<file path="config.mk">
export PLATFORM = sky130hd
export DESIGN_NAME = sbc_mac
export DESIGN_NICKNAME = d
export VERILOG_FILES = /design/src/rtl/core/sbc_pkg.sv /design/src/rtl/core/sbc_mac.sv
export SDC_FILE = /design/constraint.sdc
export NUM_CORES = 1
export LEC_CHECK = 0
export BUFFER_PORTS_ARGS = -buffer_cell sky130_fd_sc_hd__buf_4
export CAP_MARGIN = 20
export CORE_MARGIN = 4
export CORE_UTILIZATION = 50
export DETAILED_ROUTE_END_ITERATION = 10
export GPL_TIMING_DRIVEN = 0
export PLACE_DENSITY = 0.83
export SYNTH_ARGS = -nofsm -noshare
export SYNTH_HDL_FRONTEND = slang
export SYNTH_SLANG_ARGS = --single-unit
</file>
<file path="constraint.sdc">
create_clock -name clk -period 5.6 [get_ports clk]
set_input_delay 1.12 -clock clk [delete_from_list [all_inputs] [get_ports clk]]
set_output_delay 1.12 -clock clk [all_outputs]
set_load 0.005 [all_outputs]
</file>
<file path="src/rtl/core/sbc_pkg.sv">
// shared types, constants and helpers for the segment box clearance test
package sbc_pkg;

  localparam int WORDS_PER_REGION = 14;
  localparam int XW   = 33;   // start or end minus center
  localparam int AXW  = 18;   // saturated axis component
  localparam int PW   = 52;   // projection
  localparam int NUMW = 54;   // clip numerator
  localparam int DENW = 53;   // clip denominator
  localparam int ACCW = 110;  // cross product accumulator
  localparam int HW   = 33;   // slab half extent

  localparam logic [2:0] KIND_QUERY  = 3'd0;
  localparam logic [2:0] KIND_CENTER = 3'd1;
  localparam logic [2:0] KIND_HALF   = 3'd5;

  localparam logic [1:0] REG_REGIONS = 2'd0;
  localparam logic [1:0] REG_PADDING = 2'd1;
  localparam logic [1:0] REG_MIN_VERT = 2'd2;

  localparam logic [15:0] PADDING_RESET  = 16'd1280;
  localparam logic [23:0] MIN_VERT_RESET = 24'd25600;

  typedef logic signed [XW-1:0] diff_t;
  typedef diff_t diff3_t [3];
  typedef logic [31:0] word3_t [3];

  typedef enum logic [3:0] {
    ST_IDLE,
    ST_LOAD,
    ST_FETCH,
    ST_PREP,
    ST_PROJ,
    ST_SLAB,
    ST_CMP_LO,
    ST_CMP_HI,
    ST_CMP_IV,
    ST_DONE
  } state_t;

  typedef struct packed {
    logic done;
    logic lt;
    logic gt;
  } rcmp_res_t;

  function automatic logic signed [AXW-1:0] sat_axis(input logic [31:0] w);
    logic signed [31:0] v;
    v = $signed(w);
    if (v > 32'sd65536) begin
      return 18'sd65536;
    end else if (v < -32'sd65536) begin
      return -18'sd65536;
    end
    return v[AXW-1:0];
  endfunction

  function automatic logic [30:0] half_size(input logic [31:0] w);
    return w[31] ? 31'd0 : w[30:0];
  endfunction

endpackage

</file>
<file path="src/rtl/core/sbc_mac.sv">
// bit-serial projection unit: start and end differences dotted with one axis
module sbc_mac (
  input  logic                         clk,
  input  logic                         rst_n,
  input  logic                         start,
  input  sbc_pkg::diff3_t              x0,
  input  sbc_pkg::diff3_t              x1,
  input  sbc_pkg::word3_t              ax,
  output logic                         done,
  output logic signed [sbc_pkg::PW-1:0] s,
  output logic signed [sbc_pkg::PW-1:0] e
);

  logic                             run_r;
  logic                             done_r;
  logic [1:0]                       comp_r;
  logic [4:0]                       bit_r;
  sbc_pkg::diff3_t                  x0_r;
  sbc_pkg::diff3_t                  x1_r;
  logic signed [sbc_pkg::AXW-1:0]   ax_r [3];
  logic signed [sbc_pkg::PW-1:0]    m0_r;
  logic signed [sbc_pkg::PW-1:0]    m1_r;
  logic [sbc_pkg::AXW-1:0]          a_r;
  logic signed [sbc_pkg::PW-1:0]    acc0_r;
  logic signed [sbc_pkg::PW-1:0]    acc1_r;
  logic signed [sbc_pkg::PW-1:0]    acc0_nxt;
  logic signed [sbc_pkg::PW-1:0]    acc1_nxt;
  logic                             last_bit;

  assign last_bit = (bit_r == 5'(sbc_pkg::AXW - 1));

  // sign bit of the axis carries negative weight
  always_comb begin
    acc0_nxt = acc0_r;
    acc1_nxt = acc1_r;
    if (a_r[0]) begin
      if (last_bit) begin
        acc0_nxt = acc0_r - m0_r;
        acc1_nxt = acc1_r - m1_r;
      end else begin
        acc0_nxt = acc0_r + m0_r;
        acc1_nxt = acc1_r + m1_r;
      end
    end
  end

  always_ff @(posedge clk) begin
    if (!rst_n) begin
      run_r  <= 1'b0;
      done_r <= 1'b0;
      comp_r <= 2'd0;
      bit_r  <= 5'd0;
    end else begin
      done_r <= 1'b0;
      if (start) begin
        run_r  <= 1'b1;
        comp_r <= 2'd0;
        bit_r  <= 5'd0;
      end else if (run_r) begin
        if (last_bit) begin
          bit_r <= 5'd0;
          if (comp_r == 2'd2) begin
            run_r  <= 1'b0;
            done_r <= 1'b1;
          end else begin
            comp_r <= comp_r + 2'd1;
          end
        end else begin
          bit_r <= bit_r + 5'd1;
        end
      end
    end
  end

  always_ff @(posedge clk) begin
    if (start) begin
      x0_r   <= x0;
      x1_r   <= x1;
      for (int k = 0; k < 3; k++) begin
        ax_r[k] <= sbc_pkg::sat_axis(ax[k]);
      end
      m0_r   <= sbc_pkg::PW'(x0[0]);
      m1_r   <= sbc_pkg::PW'(x1[0]);
      a_r    <= sbc_pkg::sat_axis(ax[0]);
      acc0_r <= '0;
      acc1_r <= '0;
    end else if (run_r) begin
      acc0_r <= acc0_nxt;
      acc1_r <= acc1_nxt;
      if (last_bit) begin
        if (comp_r != 2'd2) begin
          m0_r <= sbc_pkg::PW'(x0_r[comp_r + 2'd1]);
          m1_r <= sbc_pkg::PW'(x1_r[comp_r + 2'd1]);
          a_r  <= ax_r[comp_r + 2'd1];
        end
      end else begin
        m0_r <= m0_r <<< 1;
        m1_r <= m1_r <<< 1;
        a_r  <= a_r >> 1;
      end
    end
  end

  assign done = done_r;
  assign s    = acc0_r;
  assign e    = acc1_r;

endmodule

</file>
==> out/metrics.yaml <==
run_status: "complete, no violations"
die_area_mm2: 0.05828
combinational_family_with_the_most_area_after_synthesis: "compound AO/OA/AOI/OAI gates"
setup_tns_ns: 0
yosys-mux-area-fraction_pct: 3.527
synthesis.instances: 2701
slew_viol_final: 0
synth-seq-cells: 487
holdPathEnd: "e[43]$_SDFFE_PP0P_"
worst_path_largest_cell_delay_ns: 0.55
dp_hpwl_mm: 67.51
critPathKind: "flop to flop"
cts_max_level: 2
syn_to_final_growth_pct: 21.42
cap_viol_max_count: 0
dieWidth_um: 241.4
synth.yosys.seq_area_share_pct: 49.53
cts.sink_count: 487
route.detailed.drc: 0
finish.cell_count_without_fillers: 3907
whs_ns: 0.4767
cts.reportedPaths.clkPinSlew_ns: 0.07
synth_simple_gate_area_share_pct: 14.21
routed-via-count: 23460
leakage_nw: 13.24
reg2reg_setup_slack_ns: 0.20
synth_area_mm2: 0.02724
synth_xor_xnor_area_share_pct: 6.008
power.density_mw_per_mm2: 282.9
clock_path_buffers: 3
grt_max_degree: 134
fp.coreArea_mm2: 0.05392
start_util_pct: 50.52
post_drt_antenna_nets: 0
detailed_place.area_mm2: 0.03121
vias_per_cell: 6.004
fmax_mhz: 185.3
worst_reg_to_reg_cells: 18
worstMarginPinSlew_ns: 1.017
synth.top_cells.by_area: "edfxtp_1, dfxtp_1, ha_1, nand2_1, a21oi_1"
grt_antenna_before_repair: 14
synth_nets: 3107
critical_path.startpoint_type: "flop"
min-delay-start: "e[43]$_SDFFE_PP0P_"
crit_share_post_route_pct: 96.36
post-place-ws_ns: -0.7134
postSynth.topFlopCell: "edfxtp_1"
maxSlewHeadroom_pct: 32.18
routabilityCongestion: 0.9654
critPathSlowestCell: "or4_1"
synth_compound_gate_area_share_pct: 18.79
postCtsHoldBufs: 0
clock_insertion_delay_worst_skew_ns: 0.61
global_route.overflow_total: 0
synth_top_cell_area_share_pct: 41.23
edff_count_synth: 374
commonest_cells_after_routing_fill_and_taps_aside: "buf_4, edfxtp_1, nand2_1"
die_height_um: 241.4
clock_tree_from_tritoncts: "built"
number_of_synthesis_warnings: 0
post-synth-top-area-cell: "edfxtp_1"
crit_path_setup_slack_layout_ns: 0.2036
rsz0062_at_grt: "no"
endpoint_required_time_on_the_critical_path_ns: 6.09
drt-pass1-iter-count: 6
timing.critical_path.cells: "or3_4 -> or3_4 -> or3b_4 -> or3_1 -> buf_2 -> o31ai_2 -> xor2_2 -> ha_4 -> nand4_1 -> or4_1 -> o22ai_1 -> nor3_1 -> nor4_2 -> buf_4 -> o21bai_1 -> a211oi_2 -> nor3_1 -> o31ai_1"
post_route_minimum_period_ns: 5.396
report.final.hold_viol_count: 0
mostFrequentLayoutCell: "buf_4"
avgRoutedWirePerCell_um: 22.62
io_buffer_count: 401
data_arrival_critical_path_ns: 5.89
final_stage_net_count: 3567
totalWireLength_mm: 88.36
synth_area_per_cell_um2: 10.09
proportion_of_layout_cells_with_a_drive_suffix_above_1_pct: 19.34
cp-end-kind: "flop"
global_route_usage_over_all_layers_pct: 29.34
cp_max_fo: 8
synthArstFlopShare_pct: 0
max_vdd_drop_v: 0.0002556
critical_path.reg2reg.endpoint: "s[50]$_SDFFE_PP0P_"
cts_root_buffer: "clkbuf_16"
placementRows: 85
post-place-cells: 3801
first_iter_violations: 2367
yosysUniqueCellTypes: 82
cts-buffers-inserted: 49
synth-adder-area-share_pct: 5.062
finalClockSkew_ns: 0.03173
holdPathStages: 2
r2r-start: "m0_r[13]$_DFFE_PP_"
timing.hold.worst.class: "flop to flop"
final_area_mm2: 0.03308
report.final.setup_viol: 0
floorplan.io_pins: 402
grt_first_pass_wirelength_mm: 131.0
grt_pass1_vias: 22680
[worst max-delay path, delay by kind of cell, from the launching register on]
kind	cells	cell delay, ns
AND/OR/NAND/NOR	9	2.77
adder cells (fa/ha/maj)	1	0.34
flip-flops	1	0.46
AO/OA/AOI/OAI	5	1.18
XOR/XNOR	1	0.16
buffers and inverters	2	0.37
[final cells by class]
type,count,area [µm²]
Sequential cell,487,13490
Clock inverter,37,416.7
Antenna cell,10,25.02
Multi-Input combinational cell,2006,13050
Timing Repair Buffer,412,3153
Inverter,47,176.4
Clock buffer,54,1265
Tap cell,696,870.8
Fill cell,4359,20840
Buffer,158,624.3
[kinds of logic after synthesis]
| kind of cell | count (synthesis) |
|---|---|
| AOI/OAI and AO/OA | 815 |
| xor gates and xnor gates | 186 |
| adders and majority gates | 109 |
| buffers and inverters | 208 |
| DFF | 487 |
| muxes | 88 |
| and+or+nand+nor | 808 |
[per-stage QoR]
stage,power (mW),utilization (%)
2_1_floorplan,5.298,-
3_3_place_gp,5.897,57.72
3_5_place_dp,5.924,57.89
4_1_cts,9.342,61.08
5_1_grt,9.700,61.34
6_report,9.358,61.34
[where the power goes]
| part | leakage [nW] | switching [mW] | total, mW | internal, mW |
|---|---|---|---|---|
| sequential | 4.61 | 0.212 | 4.41 | 4.20 |
| clock | 0.806 | 1.49 | 3.46 | 1.97 |
| combinational | 7.82 | 0.844 | 1.49 | 0.646 |
[cell usage after synthesis, types with 5 or more instances]
master,instances
nand2b_1,14
or3_1,20
a31oi_1,15
nand2_1,344
mux2i_1,24
mux2_2,63
o21bai_1,23
inv_1,47
a41oi_1,7
o21ai_0,230
o31ai_1,25
o21a_1,13
edfxtp_1,374
nor4_1,38
xnor2_1,100
and2_1,28
a21o_1,70
nor3_1,37
clkbuf_1,142
o21ai_1,21
nor2_1,159
or3_4,5
a211oi_1,44
ha_1,107
a21oi_1,248
o211ai_1,7
dfxtp_1,113
a22o_1,5
and3_1,9
buf_1,16
a221o_1,64
nand3b_1,5
nor2b_1,40
nand4_1,51
xor2_1,85
or2_2,5
nand3_1,24
[repair_timing]
| item | in CTS | in global routing |
|---|---|---|
| endpoints found under the setup margin | 47 | 22 |
| gates resized for setup | 16 | 24 |
| setup buffers | 1 | 7 |
| pin swaps | 1 | 4 |
| cloned | 0 | 0 |
[worst max path at each step]
stage,slack (ns),end,from,cells past startpoint
floorplan,0.48,a_r[0]$_DFFE_PP_,start,3
finish,0.20,s[50]$_SDFFE_PP0P_,m0_r[13]$_DFFE_PP_,18
global route,0.006,s[51]$_SDFFE_PP0P_,m0_r[13]$_DFFE_PP_,19
global placement,-4.22,m0_r[30]$_DFFE_PP_,start,4
CTS,0.0001,e[43]$_SDFFE_PP0P_,bit_r[0]$_SDFFE_PP0P_,18
detailed placement,-0.71,s[50]$_SDFFE_PP0P_,bit_r[0]$_SDFFE_PP0P_,18
[flip-flops by register name, summed over array words and instances, names as in the netlist]
signal / flops
e: 52
run_r: 1
x1_r: 99
s: 52
m1_r: 52
comp_r: 2
bit_r: 5
m0_r: 52
done: 1
x0_r: 99
ax_r: 54
a_r: 18
[per-layer routing]
layer | track usage, % | share of wire [%] | up-vias
li1 | - | - | 10980
met1 | 37.66 | 38 | 11090
met2 | 48.31 | 47 | 1181
met3 | 6.102 | 9.9 | 200
met4 | 13.02 | 4.8 | 8
met5 | 0 | 0.052 | -
No activity file was read; power rests on OpenSTA's default activity.
